<file path="config.mk">
export PLATFORM = sky130hd
export DESIGN_NAME = websocket_frame_deframer_unit
export DESIGN_NICKNAME = d
export VERILOG_FILES = /design/src/rtl/wsfd_pkg.sv /design/src/rtl/wsfd_parse.sv /design/src/rtl/wsfd_obuf.sv /design/src/rtl/websocket_frame_deframer_unit.sv
export SDC_FILE = /design/constraint.sdc
export NUM_CORES = 1
export LEC_CHECK = 0
export ABC_AREA = 1
export BUFFER_PORTS_ARGS = -buffer_cell sky130_fd_sc_hd__buf_2
export CAP_MARGIN = 5
export CORE_ASPECT_RATIO = 0.7
export CORE_MARGIN = 5
export CORE_UTILIZATION = 50
export CTS_CLUSTER_SIZE = 12
export DETAILED_ROUTE_END_ITERATION = 8
export PLACE_DENSITY = 0.77
export SYNTH_ARGS = -nofsm -noshare
export SYNTH_HDL_FRONTEND = slang
export SYNTH_SLANG_ARGS = --single-unit
</file>
<file path="constraint.sdc">
create_clock -name clk -period 8.8 [get_ports clk]
set_input_delay 0.44 -clock clk [delete_from_list [all_inputs] [get_ports clk]]
set_output_delay 0.44 -clock clk [all_outputs]
set_load 0.02 [all_outputs]
</file>
<file path="src/rtl/wsfd_pkg.sv">
package wsfd_pkg;

    localparam int LEN_WIDTH = 64;

    localparam logic [1:0] EV_TEXT  = 2'd0;
    localparam logic [1:0] EV_PING  = 2'd1;
    localparam logic [1:0] EV_CLOSE = 2'd2;
    localparam logic [1:0] EV_ERROR = 2'd3;

    typedef struct packed {
        logic       cmd;
        logic [7:0] rx_byte;
    } in_item_t;

    typedef struct packed {
        logic [1:0] event_res;
        logic [7:0] payload_byte;
        logic       has_data;
        logic       last;
    } out_item_t;

endpackage

</file>
<file path="src/rtl/wsfd_parse.sv">
module wsfd_parse (
    input  logic               clk,
    input  logic               rst_n,
    input  logic               take,
    input  wsfd_pkg::in_item_t item,
    output logic               push,
    output wsfd_pkg::out_item_t res
);

    localparam logic [2:0] PH_HDR = 3'd0;
    localparam logic [2:0] PH_LEN = 3'd1;
    localparam logic [2:0] PH_EXT = 3'd2;
    localparam logic [2:0] PH_KEY = 3'd3;
    localparam logic [2:0] PH_PAY = 3'd4;

    localparam logic [3:0] OP_TEXT  = 4'h1;
    localparam logic [3:0] OP_CLOSE = 4'h8;
    localparam logic [3:0] OP_PING  = 4'h9;
    localparam logic [3:0] OP_PONG  = 4'ha;

    localparam logic [6:0] LC_EXT16 = 7'd126;
    localparam logic [6:0] LC_EXT64 = 7'd127;

    localparam int LW = wsfd_pkg::LEN_WIDTH;

    logic          link_reg,   link_next;
    logic [2:0]    phase_reg,  phase_next;
    logic [2:0]    hc_reg,     hc_next;
    logic          final_reg,  final_next;
    logic [3:0]    op_reg,     op_next;
    logic          masked_reg, masked_next;
    logic [6:0]    lc_reg,     lc_next;
    logic [LW-1:0] len_reg,    len_next;
    logic          ovf_reg,    ovf_next;
    logic [31:0]   key_reg,    key_next;
    logic [1:0]    mi_reg,     mi_next;

    logic          is_text, is_ping, is_pong, is_close;
    logic [1:0]    kind_ev;
    logic [7:0]    b;
    logic [7:0]    key_byte;
    logic [3:0]    hc_inc;
    logic [3:0]    hc_target;
    logic          hdr_done;
    logic [LW-1:0] hdr_len;
    logic          hdr_ovf;
    logic          frm_end;
    logic          pay_end;

    assign b        = item.rx_byte;
    assign is_text  = (op_reg == OP_TEXT) && final_reg;
    assign is_ping  = (op_reg == OP_PING);
    assign is_pong  = (op_reg == OP_PONG);
    assign is_close = (op_reg == OP_CLOSE);
    assign kind_ev  = is_text ? wsfd_pkg::EV_TEXT :
                      is_ping ? wsfd_pkg::EV_PING :
                      is_close ? wsfd_pkg::EV_CLOSE : wsfd_pkg::EV_ERROR;
    assign hc_inc    = {1'b0, hc_reg} + 4'd1;
    assign hc_target = (lc_reg == LC_EXT16) ? 4'd2 : 4'd8;
    assign pay_end   = (len_reg == LW'(1));

    always_comb
    begin
        case (mi_reg)
            2'd0:    key_byte = key_reg[31:24];
            2'd1:    key_byte = key_reg[23:16];
            2'd2:    key_byte = key_reg[15:8];
            default: key_byte = key_reg[7:0];
        endcase
    end

    always_comb
    begin
        link_next   = link_reg;
        phase_next  = phase_reg;
        hc_next     = hc_reg;
        final_next  = final_reg;
        op_next     = op_reg;
        masked_next = masked_reg;
        lc_next     = lc_reg;
        len_next    = len_reg;
        ovf_next    = ovf_reg;
        key_next    = key_reg;
        mi_next     = mi_reg;
        hdr_done    = 1'b0;
        hdr_len     = len_reg;
        hdr_ovf     = ovf_reg;
        frm_end     = 1'b0;
        push        = 1'b0;
        res         = '0;

        if (take) begin
            if (item.cmd) begin
                link_next   = 1'b1;
                phase_next  = PH_HDR;
                hc_next     = '0;
                final_next  = 1'b0;
                op_next     = '0;
                masked_next = 1'b0;
                lc_next     = '0;
                len_next    = '0;
                ovf_next    = 1'b0;
                key_next    = '0;
                mi_next     = '0;
            end else if (link_reg) begin
                case (phase_reg)
                    PH_LEN:
                    begin
                        masked_next = b[7];
                        lc_next     = b[6:0];
                        hc_next     = '0;
                        key_next    = '0;
                        mi_next     = '0;
                        ovf_next    = 1'b0;
                        if (b[6:0] == LC_EXT16 || b[6:0] == LC_EXT64) begin
                            len_next   = '0;
                            phase_next = PH_EXT;
                        end else begin
                            len_next = LW'(b[6:0]);
                            if (b[7]) begin
                                phase_next = PH_KEY;
                            end else begin
                                hdr_done = 1'b1;
                                hdr_len  = LW'(b[6:0]);
                                hdr_ovf  = 1'b0;
                            end
                        end
                    end
                    PH_EXT:
                    begin
                        // bits shifted past the top mean the length is too wide
                        len_next = {len_reg[LW-9:0], b};
                        ovf_next = ovf_reg | (len_reg[LW-1 -: 8] != 8'd0);
                        hc_next  = hc_inc[2:0];
                        if (hc_inc >= hc_target) begin
                            hc_next = '0;
                            if (masked_reg) begin
                                phase_next = PH_KEY;
                            end else begin
                                hdr_done = 1'b1;
                                hdr_len  = {len_reg[LW-9:0], b};
                                hdr_ovf  = ovf_reg | (len_reg[LW-1 -: 8] != 8'd0);
                            end
                        end
                    end
                    PH_KEY:
                    begin
                        key_next = {key_reg[23:0], b};
                        hc_next  = hc_inc[2:0];
                        if (hc_inc >= 4'd4) begin
                            hdr_done = 1'b1;
                        end
                    end
                    PH_PAY:
                    begin
                        mi_next  = mi_reg + 2'd1;
                        len_next = len_reg - LW'(1);
                        if (pay_end) begin
                            phase_next = PH_HDR;
                        end
                        if (is_text || is_ping) begin
                            push             = 1'b1;
                            res.event_res    = kind_ev;
                            res.payload_byte = b ^ key_byte;
                            res.has_data     = 1'b1;
                            res.last         = pay_end;
                        end else if (pay_end) begin
                            frm_end = 1'b1;
                        end
                    end
                    default:
                    begin
                        final_next = b[7];
                        op_next    = b[3:0];
                        phase_next = PH_LEN;
                    end
                endcase

                if (hdr_done) begin
                    hc_next = '0;
                    mi_next = '0;
                    if (hdr_ovf) begin
                        phase_next    = PH_HDR;
                        link_next     = 1'b0;
                        push          = 1'b1;
                        res.event_res = wsfd_pkg::EV_ERROR;
                        res.last      = 1'b1;
                    end else if (hdr_len == '0) begin
                        frm_end = 1'b1;
                    end else begin
                        phase_next = PH_PAY;
                        len_next   = hdr_len;
                    end
                end

                if (frm_end) begin
                    phase_next = PH_HDR;
                    if (!is_pong) begin
                        if (!is_text && !is_ping) begin
                            link_next = 1'b0;
                        end
                        push          = 1'b1;
                        res.event_res = kind_ev;
                        res.last      = 1'b1;
                    end
                end
            end
        end
    end

    always_ff @(posedge clk or negedge rst_n)
    begin
        if (!rst_n) begin
            link_reg   <= 1'b0;
            phase_reg  <= PH_HDR;
            hc_reg     <= '0;
            final_reg  <= 1'b0;
            op_reg     <= '0;
            masked_reg <= 1'b0;
            lc_reg     <= '0;
            len_reg    <= '0;
            ovf_reg    <= 1'b0;
            key_reg    <= '0;
            mi_reg     <= '0;
        end else begin
            link_reg   <= link_next;
            phase_reg  <= phase_next;
            hc_reg     <= hc_next;
            final_reg  <= final_next;
            op_reg     <= op_next;
            masked_reg <= masked_next;
            lc_reg     <= lc_next;
            len_reg    <= len_next;
            ovf_reg    <= ovf_next;
            key_reg    <= key_next;
            mi_reg     <= mi_next;
        end
    end

endmodule

</file>
<file path="src/rtl/wsfd_obuf.sv">
module wsfd_obuf (
    input  logic                clk,
    input  logic                rst_n,
    input  logic                push,
    input  wsfd_pkg::out_item_t push_item,
    output logic                full,
    output logic                res_valid,
    input  logic                res_stall,
    output wsfd_pkg::out_item_t res
);

    logic                main_v_reg, main_v_next;
    logic                skid_v_reg, skid_v_next;
    wsfd_pkg::out_item_t main_reg,   main_next;
    wsfd_pkg::out_item_t skid_reg,   skid_next;
    logic                pop;

    assign pop       = main_v_reg && !res_stall;
    assign full      = skid_v_reg;
    assign res_valid = main_v_reg;
    assign res       = main_reg;

    always_comb
    begin
        main_v_next = main_v_reg;
        skid_v_next = skid_v_reg;
        main_next   = main_reg;
        skid_next   = skid_reg;
        if (!main_v_reg || pop) begin
            if (skid_v_reg) begin
                main_v_next = 1'b1;
                main_next   = skid_reg;
                skid_v_next = 1'b0;
            end else begin
                main_v_next = push;
                main_next   = push_item;
            end
        end else if (push) begin
            skid_v_next = 1'b1;
            skid_next   = push_item;
        end
    end

    always_ff @(posedge clk or negedge rst_n)
    begin
        if (!rst_n) begin
            main_v_reg <= 1'b0;
            skid_v_reg <= 1'b0;
        end else begin
            main_v_reg <= main_v_next;
            skid_v_reg <= skid_v_next;
        end
    end

    always_ff @(posedge clk)
    begin
        main_reg <= main_next;
        skid_reg <= skid_next;
    end

endmodule

</file>
<file path="src/rtl/websocket_frame_deframer_unit.sv">
// Receive-side WebSocket frame parser. One received byte (or an open command)
// is taken per item, one item per clock while item_stall is low; each item
// updates the parser state and yields at most one result, which is registered
// in the output buffer before it appears on res. Results pass through a
// two-entry output buffer, so input keeps flowing while one result waits;
// item_stall rises only when both entries hold results. Final text and ping
// payloads come out unmasked, one byte per result; close and error frames
// give a single event and close the link until the next open command.
// Extended lengths wider than LEN_WIDTH end in an error event.
module websocket_frame_deframer_unit (
    input  logic                clk,
    input  logic                rst_n,
    input  logic                item_valid,
    output logic                item_stall,
    input  wsfd_pkg::in_item_t  item,
    output logic                res_valid,
    input  logic                res_stall,
    output wsfd_pkg::out_item_t res
);

    logic                take;
    logic                push;
    logic                full;
    wsfd_pkg::out_item_t push_item;

    assign item_stall = full;
    assign take       = item_valid && !full;

    wsfd_parse u_parse (
        .clk   (clk),
        .rst_n (rst_n),
        .take  (take),
        .item  (item),
        .push  (push),
        .res   (push_item)
    );

    wsfd_obuf u_obuf (
        .clk       (clk),
        .rst_n     (rst_n),
        .push      (push),
        .push_item (push_item),
        .full      (full),
        .res_valid (res_valid),
        .res_stall (res_stall),
        .res       (res)
    );

endmodule
</file>
Word-level counts from Yosys, hierarchy flattened. Index checks and enable logic that the tools add are counted.

Bits in registers: 145. Input port bits: 13. Output and inout bits: 14. Word-level logic and storage cells: 193.

Add/sub/neg operators: 3. $lt $le $gt $ge: 2. Equal/unequal tests: 15. Muxes and demuxes: 118. Bitwise gates (word level): 3. Reductions and logical operators: 31.

Operator list (number): $mux 64 (12); $pmux 64 s3 (1); $pmux 64 s2 (1); $mux 12 (6); $eq 64x1->1 const B (1); $logic_not 64->1 (1); $mux 32 (2); $pmux 32 s2 (1); $sub 64x1->64 const B (1); $mux 1 (56); $mux 3 (15); $mux 7 (4); $pmux 8 s3 (1); $eq 7x7->1 const B (3); $mux 2 (9); $reduce_and 3->1 (6); $mux 4 (4); $eq 4x4->1 const B (3); $pmux 3 s4 (1); $pmux 3 s3 (1); $reduce_bool 8->1 (1); $xor 8x8->8 (1); $eq 3x2->1 const B (2); $reduce_bool 2->1 (3); 24 further kinds (36).

Depth between registers and ports, before layout. Gate-level depths: netlist (run 1).

Depth after elaboration: 21. Mapped depth: 25. Depth with buffers taken out: 24.

Modules after synthesis. A second synthesis (run 1) with hierarchy kept.

Cells, all modules: 1778. Area, all modules: 11424.7 sq um.

Modules (own cells, without submodules): wsfd_parse (instances 1, cells each 1705, area an instance 10463.8 sq um, seq. area each 2977.9 sq um); wsfd_obuf (instances 1, cells each 71, area an instance 950.9 sq um, seq. area each 770.7 sq um); websocket_frame_deframer_unit (instances 1, cells each 2, area an instance 10.0 sq um, seq. area each 0.0 sq um).

Worst setup path before layout (run 1). OpenSTA, ideal clock, no wires.

Path type: reg-to-reg. Start point: register u_parse.hc_reg[0]. End point: register u_obuf.skid_reg[0] (netlist name) (enable). Library setup time: 385 ps. Arrival time: 3089 ps. Required time: 8415 ps. Setup slack: 5326 ps. Cell stages (with the launch flop): 23. Cells stage by stage: dfrtp_1 > ha_1 > inv_1 > ha_1 > nand2_1 > nor2_1 > nand2_2 > nand3_4 > buf_2 > nand2_1 > nand3_1 > nand2_1 > nor2_1 > nand2_1 > nor2_1 > nand2_1 > nor2_2 > nand3_2 > nand2_1 > nand2_1 > nand2_1 > nand2_2 > a21oi_1.

Cells in the longest elaborated chain, start to end: 19. Elaborated cells on any way between the ends: 34. Those cells by class: add/sub: 1; order compare: 2; mux: 29; reduce/logical: 2.

Ends and longest elaborated chain: start: declaration (RTL line wsfd_parse.sv:28) `logic [2:0] hc_reg, hc_next;`; start signal: assignment (RTL line wsfd_parse.sv:228) `hc_reg <= hc_next;`; $add 3x1->4 * (RTL line wsfd_parse.sv:58) `assign hc_inc = {1'b0, hc_reg} + 4'd1;`; $ge 4x4->1 (RTL line wsfd_parse.sv:135) `if (hc_inc >= hc_target) begin`; $mux 64 (RTL line wsfd_parse.sv:135); $pmux 64 s2 (RTL line wsfd_parse.sv:106) `case (phase_reg)`; $mux 64 (RTL line wsfd_parse.sv:105) `end else if (link_reg) begin`; $mux 64 (RTL line wsfd_parse.sv:93) `if (item.cmd) begin`; $mux 64 (RTL line wsfd_parse.sv:92) `if (take) begin`; $logic_not 64->1 (RTL line wsfd_parse.sv:188) `end else if (hdr_len == '0) begin`; [... 3 more ...]; $mux 1 (RTL line wsfd_parse.sv:105); $mux 1 (RTL line wsfd_parse.sv:93); $mux 1 (RTL line wsfd_parse.sv:92); $mux 1 * (RTL line wsfd_parse.sv:196) `if (frm_end) begin`; $mux 1 * (RTL line wsfd_parse.sv:105); $mux 1 * (RTL line wsfd_parse.sv:93); $mux 1 * (RTL line wsfd_parse.sv:92); $reduce_and 2->1 (no line) *; end signal: assignment (RTL line wsfd_obuf.sv:58) `skid_reg <= skid_next;`; end: declaration (RTL line wsfd_obuf.sv:15) `wsfd_pkg::out_item_t skid_reg, skid_next;`.

Every way passes the cells marked *; elsewhere a longest branch is shown, timed or not. The select of a mux whose other input is x is not followed. A chain may end at the register's enable or synchronous reset.

Final worst setup path (run 1).
Start point: register u_parse.hc_reg[0]. End point: register u_obuf.skid_reg[9] (netlist name) (enable).

Same word-level chain as after synthesis.

==> results.md, run 1 <==
* Core footprint at 22600 µm²
* Max Clk Rate at 0.178 GHz
* Sink Count at 145
* Post-synth EDFFs at 24
* Critical Path Sink: u_obuf.skid_reg[9]$_DFFE_PP_
* Die area at 26200 µm²
* Wire length of the first global-routing pass at 63200 µm
* CP arrival at 5.66 ns
* Register share of total power at 23.9%
* Ys flop type: dfrtp_1
* Crit. End Element: flop
* Routed Antenna Nets at 0
* Via density at 6.29
* Syn_nets at 1791
* FF+latch count, synth at 145
* Logic pwr share at 58.2%
* Psw at 2.29 mW
* Mapped Cells at 1769
* Synthesis-to-finish area growth at 6.32%
* Fillers at 2180
* Clock skew at 0.0180 ns
* Worst-case hold slack at 0.103 ns
* Max-slew violations at 0
* Post-cts sizing count at 0
* Residual DRC at 0
* Die height at 137 µm
* Placer Congestion at 0.969
* DR top layer: met4
* Syn avg cell area at 6.50 µm²
* Library cells used by synthesis at 50
* RSZ-0062 raised after global routing: no
* CTS Hold Bufs at 0
* Setup Viol. Count Final at 0
* Post-CTS Setup Inserts at 0
* Total GRT Usage at 30.5%
* HPWL Detailed at 26000 µm
* CTS H-tree lvls at 4
* Root buf cell: clkbuf_16
* Pwr dens at 339 nW/µm²
* TritonCTS buffer count at 17
* M1 wire length at 16700 µm
* Slew headroom at 18.3%
* Initial Utilization at 50.8%
* Num rows at 46
* Hold Vio Cnt, Final at 0
* GRT overflow at 0
* Tmin final at 5.61 ns
* Final worst-path cycle share at 63.7%
* Clock power share at 17.9%
* Post-synthesis async set-or-reset flop share at 83.4%
* Status: finished, final reports clean
* Met3 WL at 6410 µm
* Drt pass-1 iters at 7
* Pin count of the biggest net entering global routing at 88
* Buffer depth of the longest clock path at 2
* Antenna Cells at 0
* Vias in the first global route at 11300
* Pleak at 5.89 nW
* Synth warn at 0
* Share of layout cells above drive strength 1 at 6.52%
* MaxCap Viol Count at 0
* PortBufs at 26
* Worst-path maximum fanout at 52
* Crit path kind: flop to flop
* Clk slew on worst S/H paths at 0.07 ns
* Setup TNS at 0 ns
* Setup slack, reg-to-reg at 3.19 ns
* Max FFs per register at 64
* Worst EP required at 8.86 ns
* Reg2reg path depth at 22
* WL met2 at 15800 µm
* DR vias at 12900
* Int Pwr at 1.85 mW
* WL final at 39700 µm
* Worst VDD drop at 0.256 mV
* Worst-Skew Late Latency at 0.46 ns
* Worst r2r dst: u_obuf.skid_reg[9]$_DFFE_PP_
* Seq/Total Area, Yosys at 32.6%
* Syn Std Cell Area at 11500 µm²
* Worst Setup Start Kind: flop
* Antenna violations before repair at 0
* Layout Nets at 1742
* DRT iter0 DRCs at 2177
* Boundary pin count at 27
* CTS tree: yes
* DR WL/cell at 19.4 µm
* Sw Ratio at 55.3%
* Crit path from: u_parse.hc_reg[0]$_DFFE_PN0P_
* Worst slew pin tran at 1.23 ns
* Critical R2R Launch: u_parse.hc_reg[0]$_DFFE_PN0P_
* Die X-Extent at 191 µm
* Hold crit path type: input pin to asynchronous set/reset pin
==> synthesized netlist by cell type, types with 11 or more instances <==
| library cell | number | area share (%) |
|---|---|---|
| nand2_1 | 395 | 13 |
| nand3_1 | 209 | 9.1 |
| o21ai_0 | 199 | 8.7 |
| nor2_1 | 194 | 6.3 |
| inv_1 | 189 | 6.2 |
| dfrtp_1 | 121 | 26 |
| nand4_1 | 68 | 3.7 |
| clkbuf_1 | 64 | 2.1 |
| a21oi_1 | 60 | 2.6 |
| o221ai_1 | 39 | 3.0 |
| buf_2 | 28 | 1.2 |
| edfxtp_1 | 24 | 6.3 |
| o22ai_1 | 23 | 1.3 |
| o211ai_1 | 16 | 1.0 |
| nor3_1 | 11 | 0.48 |
| o2111ai_1 | 11 | 0.84 |
==> layer usage <==
layer,up-vias,track usage (%)
li1,5916,-
met3,94,10.3
met1,5891,46.5
met5,-,0
met2,956,41.5
met4,0,6.62
==> placed cells by master (no fill, tap or decap), types with 4 or more instances in the layout <==
| cell type | synthesis | routed |
|---|---|---|
| a21o_1 | 8 | 8 |
| a21oi_1 | 60 | 60 |
| buf_2 | 28 | 25 |
| buf_4 | 4 | 13 |
| clkbuf_16 | 0 | 17 |
| clkinv_1 | 6 | 6 |
| dfrtp_1 | 121 | 120 |
| edfxtp_1 | 24 | 24 |
| ha_1 | 9 | 9 |
| inv_1 | 189 | 189 |
| inv_2 | 9 | 9 |
| inv_6 | 0 | 4 |
| nand2_1 | 395 | 395 |
| nand2_2 | 4 | 4 |
| nand2_4 | 5 | 5 |
| nand3_1 | 209 | 209 |
| nand3b_1 | 4 | 4 |
| nand4_1 | 68 | 68 |
| nor2_1 | 194 | 194 |
| nor2_2 | 5 | 4 |
| nor2_4 | 6 | 7 |
| nor3_1 | 11 | 10 |
| nor4_1 | 7 | 7 |
| o2111ai_1 | 11 | 11 |
| o211ai_1 | 16 | 16 |
| o21ai_0 | 199 | 199 |
| o21ai_1 | 6 | 6 |
| o221ai_1 | 39 | 39 |
| o22ai_1 | 23 | 23 |
| o31ai_1 | 6 | 6 |
==> critical path, cell delays in order (launching register included) <==
cell	delay (ns)
dfrtp_1	0.42
ha_1	0.31
inv_1	0.04
ha_1	0.26
nand2_1	0.06
nor2_1	0.05
nand2_2	0.78
nand3_4	0.72
nand2_1	0.32
inv_2	0.17
nand3_1	0.10
nand2_1	0.08
nor2_1	0.09
nand2_1	0.05
nor2_1	0.10
nand2_1	0.09
nor2_2	0.12
nand3_2	0.12
nand2_1	0.08
nand2_1	0.06
nand2_1	0.11
nand2_2	0.10
a21oi_1	0.94
==> worst min-delay path by stage <==
stage,from,endpoint,slack [ns],cells after the start
finish,rst_n,u_parse.key_reg[29]$_DFFE_PN0P_,0.10,1
global route,rst_n,u_parse.key_reg[19]$_DFFE_PN0P_,0.16,1
CTS,rst_n,u_parse.key_reg[29]$_DFFE_PN0P_,0.12,1
detailed placement,u_parse.lc_reg[2]$_DFFE_PN0P_,u_parse.lc_reg[2]$_DFFE_PN0P_,0.46,2
global placement,u_parse.lc_reg[1]$_DFFE_PN0P_,u_parse.lc_reg[1]$_DFFE_PN0P_,0.46,2
floorplan,rst_n,u_obuf.full$_DFFE_PN0P_,0.14,0
==> cell families (layout without fill, tap and decap cells) <==
kind of cell | after synthesis | count (layout) | synth area share, %
buffers and inverters | 311 | 275 | 10.8
AOI/OAI and AO/OA | 381 | 381 | 19.4
xor gates and xnor gates | 3 | 3 | 0.229
adders and majority gates | 9 | 9 | 0.979
and+or+nand+nor | 920 | 920 | 35.9
DFF | 145 | 145 | 32.6
==> power by group through the flow <==
stage / logic (mW) / clock network (mW) / registers (mW)
final: 2.41 / 0.741 / 0.989
after global routing: 2.63 / 0.778 / 0.996
after floorplan: 1.76 / 0 / 0.907
after global placement: 2.25 / 0 / 0.981
after CTS: 2.31 / 0.746 / 0.973
after detailed placement: 2.30 / 0 / 0.982
==> area by class of cell <==
class	count	area (µm²)	share of cell area [%]
clock buffers	17	425	3.48
multi-input cells	1313	6520	53.3
repair buffers	38	223	1.82
well taps	312	390	3.19
flip-flops and latches	145	3750	30.7
clock inverters	15	149	1.22
inverters	205	771	6.30
==> metrics by stage <==
stage / power, mW / area, µm² / cells / utilization [%] / setup WS, ns
floorplan: 2.66 / 11500 / 1769 / - / 5.33
global placement: 3.23 / 11700 / 2013 / 51.5 / 3.57
detailed placement: 3.28 / 11700 / 2013 / 51.5 / 3.34
CTS: 4.03 / 12200 / 2045 / 54.0 / 3.31
global route: 4.40 / 12200 / 2045 / 54.0 / 2.78
finish: 4.14 / 12200 / 2045 / 54.0 / 3.19
No activity file was read; power rests on OpenSTA's default activity.
==> inputs of run 2 (changes only) <==
--- a/config.mk
+++ b/config.mk
@@ -13,7 +13,7 @@
 export CORE_UTILIZATION = 50
 export CTS_CLUSTER_SIZE = 12
 export DETAILED_ROUTE_END_ITERATION = 8
-export PLACE_DENSITY = 0.77
+export PLACE_DENSITY = 0.8
 export SYNTH_ARGS = -nofsm -noshare
 export SYNTH_HDL_FRONTEND = slang
 export SYNTH_SLANG_ARGS = --single-unit
==> constraint.sdc (replaced) <==
create_clock -name clk -period 5 [get_ports clk]
set_input_delay 0.25 -clock clk [delete_from_list [all_inputs] [get_ports clk]]
set_output_delay 0.25 -clock clk [all_outputs]
set_load 0.02 [all_outputs]
==> run 2 against run 1 <==
Wire length fell by 1.4%. Clock skew fell by 0.0024 ns. Global-route usage fell by 0.65 points. Sequential share of layout area fell by 0.14 points. Critical path type unchanged. Critical endpoint is now u_obuf.skid_reg[6]$_DFFE_PP_. Highest routed layer unchanged.
==> results.md, run 2 (synthesis gave the netlist of run 1 again) <==
* Via density at 6.33 (+0.67%)
* Synthesis-to-finish area growth at 6.81%
* Hold Vio Cnt, Final at 0 (unchanged)
* DR WL/cell at 19.1 µm (-1.8%)
* DP Area at 11700 µm² (+0.45%)
* TritonCTS buffer count at 17 (unchanged)
* Buffer depth of the longest clock path at 2 (unchanged)
* RSZ-0062 raised after global routing: no
* Place WS at 0.979 ns (-2.36 ns)
* Clock skew at 0.0156 ns (-0.00243 ns)
* Vias in the first global route at 11400 (+0.64%)
* Wire length of the first global-routing pass at 62100 µm (-1.7%)
* Placer Congestion at 0.975 (+0.56%)
* Setup TNS at 0 ns (unchanged)
* Pwr dens at 597 nW/µm² (+76%)
* Multi-input logic area at 6520 µm² (unchanged)
* Worst EP required at 5.14 ns (-3.72 ns)
* Commonest non-fill, non-tap cell in the layout: nand2_1
* Sink Count at 145 (unchanged)
* Most frequent cells in the layout: nand2_1, nand3_1, o21ai_0, nor2_1, inv_1
* Worst slew pin tran at 1.15 ns (-0.0745 ns)
* Register Area at 3750 µm² (unchanged)
* Cells after DPL at 2020 (+0.35%)
* Finished Layout Cells at 2052 (+0.34%)
* Post-CTS Setup Inserts at 0 (unchanged)
* Worst Setup Start Kind: flop
* PortBufs at 26 (unchanged)
* Worst-Skew Late Latency at 0.45 ns (about the same)
* Die X-Extent at 191 µm (unchanged)
* Max Clk Rate at 0.238 GHz (+33%)
* Die area at 26200 µm² (unchanged)
* Drt pass-1 iters at 6 (-1)
* Antenna violations before repair at 0 (unchanged)
* Hold crit path type: input pin to flop
* Final worst-path cycle share at 84.1% (+20 points)
* Total GRT Usage at 29.8% (-0.65 points)
* Routed Antenna Nets at 0 (unchanged)
* Residual DRC at 0 (unchanged)
* Final Util at 54.3% (+0.25 points)
* Crit. End Element: flop
* Pin count of the biggest net entering global routing at 83 (-5.7%)
* CP arrival at 4.34 ns (-1.32 ns)
* Share of layout cells above drive strength 1 at 6.72% (+0.20 points)
* Slew headroom at 23.2% (+4.9 points)
* Die height at 137 µm (unchanged)
* Core footprint at 22600 µm² (unchanged)
* Pleak at 5.95 nW (+1.1%)
* Status: finished, final reports clean
* Worst-path maximum fanout at 52 (unchanged)
* Setup Viol. Count Final at 0 (unchanged)
* Clk slew on worst S/H paths at 0.07 ns (about the same)
* Root buf cell: clkbuf_16
* Crit path kind: flop to flop
* Num rows at 46 (unchanged)
* CTS tree: yes
* Max-slew violations at 0 (unchanged)
* Total power at 7.34 mW (+77%)
* Worst-case hold slack at 0.146 ns (+0.0427 ns)
* CTS H-tree lvls at 4 (unchanged)
* DR vias at 13000 (+1.0%)
* Initial Utilization at 50.8% (unchanged)
* Layout Nets at 1750 (+0.46%)
* Post-cts sizing count at 0 (unchanged)
* HPWL Detailed at 25800 µm (-0.50%)
* Antenna Cells at 0 (unchanged)
* WL final at 39100 µm (-1.4%)
* Tmin final at 4.21 ns (-1.40 ns)
* DRT iter0 DRCs at 2294 (+5.4%)
* Worst VDD drop at 0.324 mV (+26%)
* Final Cell Area at 12300 µm² (+0.46%)
* Boundary pin count at 27 (unchanged)
* Worst Slack Setup Final at 0.794 ns (-2.40 ns)
* MaxCap Viol Count at 0 (unchanged)
* Max FFs per register at 64 (unchanged)
* GRT overflow at 0 (unchanged)
* Fillers at 2174 (-0.28%)
[run 2: cell types whose count changed in the layout (fill, tap and decap cells not counted), sizes merged]
cell / change
buf: +7
clkinvlp: +1
clkinv: -1
clkbuf: +2
dlygate4sd3: +1
bufinv: +1
inv: -4
[run 2: where the power goes]
group / internal (mW) / switching, mW
sequential: 1.41 / 0.341
clock: 0.736 / 0.572
combinational: 1.17 / 3.10
[run 2: cell type report]
cell class | instances | area share, %
Clock buffer | 19 | 3.52
Timing Repair Buffer | 46 | 2.32
Multi-Input combinational cell | 1313 | 53.1
Clock inverter | 12 | 1.10
Inverter | 205 | 6.28
Sequential cell | 145 | 30.5
Tap cell | 312 | 3.18
[run 2: what timing repair did]
action | 4_1_cts | 5_1_grt
setup endpoints to repair | 0 | 0
endpoints found under the hold margin | 29 | 0
hold buffers | 1 | 0
[run 2: metal layers]
| layer | track usage (%) | part of all wire, % | vias up |
|---|---|---|---|
| met2 | 41.2 | 41 | 953 |
| met1 | 45.2 | 42 | 5995 |
| met3 | 8.64 | 15 | 112 |
| met5 | 0 | 0 | - |
| met4 | 8.37 | 2.3 | 0 |
| li1 | - | - | 5927 |
[run 2: critical path: stages, from the launching register on]
cell     delay [ns]
dfrtp_1        0.36
nand3_1        0.11
nor2_1         0.32
ha_1           0.34
inv_1          0.07
nor2_1         0.05
nand2_2        0.09
nand3_4        0.52
nand2_1        0.28
inv_2          0.16
nand3_1        0.10
nand2_1        0.07
nor2_1         0.10
nand2_1        0.06
nor2_1         0.10
nand2_1        0.12
nor2_2         0.13
nand3_2        0.13
nand2_1        0.08
nand2_1        0.07
nand2_1        0.10
nand2_2        0.10
a21oi_1        0.14
buf_4          0.24
[run 2: final timing paths]
check | start | cells past startpoint | to | slack [ns]
worst max-delay path | u_parse.lc_reg[6]$_DFFE_PN0P_ | 23 | u_obuf.skid_reg[6]$_DFFE_PP_ | 0.79
worst min-delay path | item[4] | 3 | u_parse.lc_reg[4]$_DFFE_PN0P_ | 0.15
worst max register to register | u_parse.lc_reg[6]$_DFFE_PN0P_ | 23 | u_obuf.skid_reg[6]$_DFFE_PP_ | 0.79
worst min register to register | u_parse.lc_reg[4]$_DFFE_PN0P_ | 2 | u_parse.lc_reg[4]$_DFFE_PN0P_ | 0.49
max in group asynchronous | rst_n | 3 | u_parse.len_reg[50]$_DFFE_PN0P_ | 3.25
min in group asynchronous | rst_n | 2 | u_parse.key_reg[11]$_DFFE_PN0P_ | 0.47
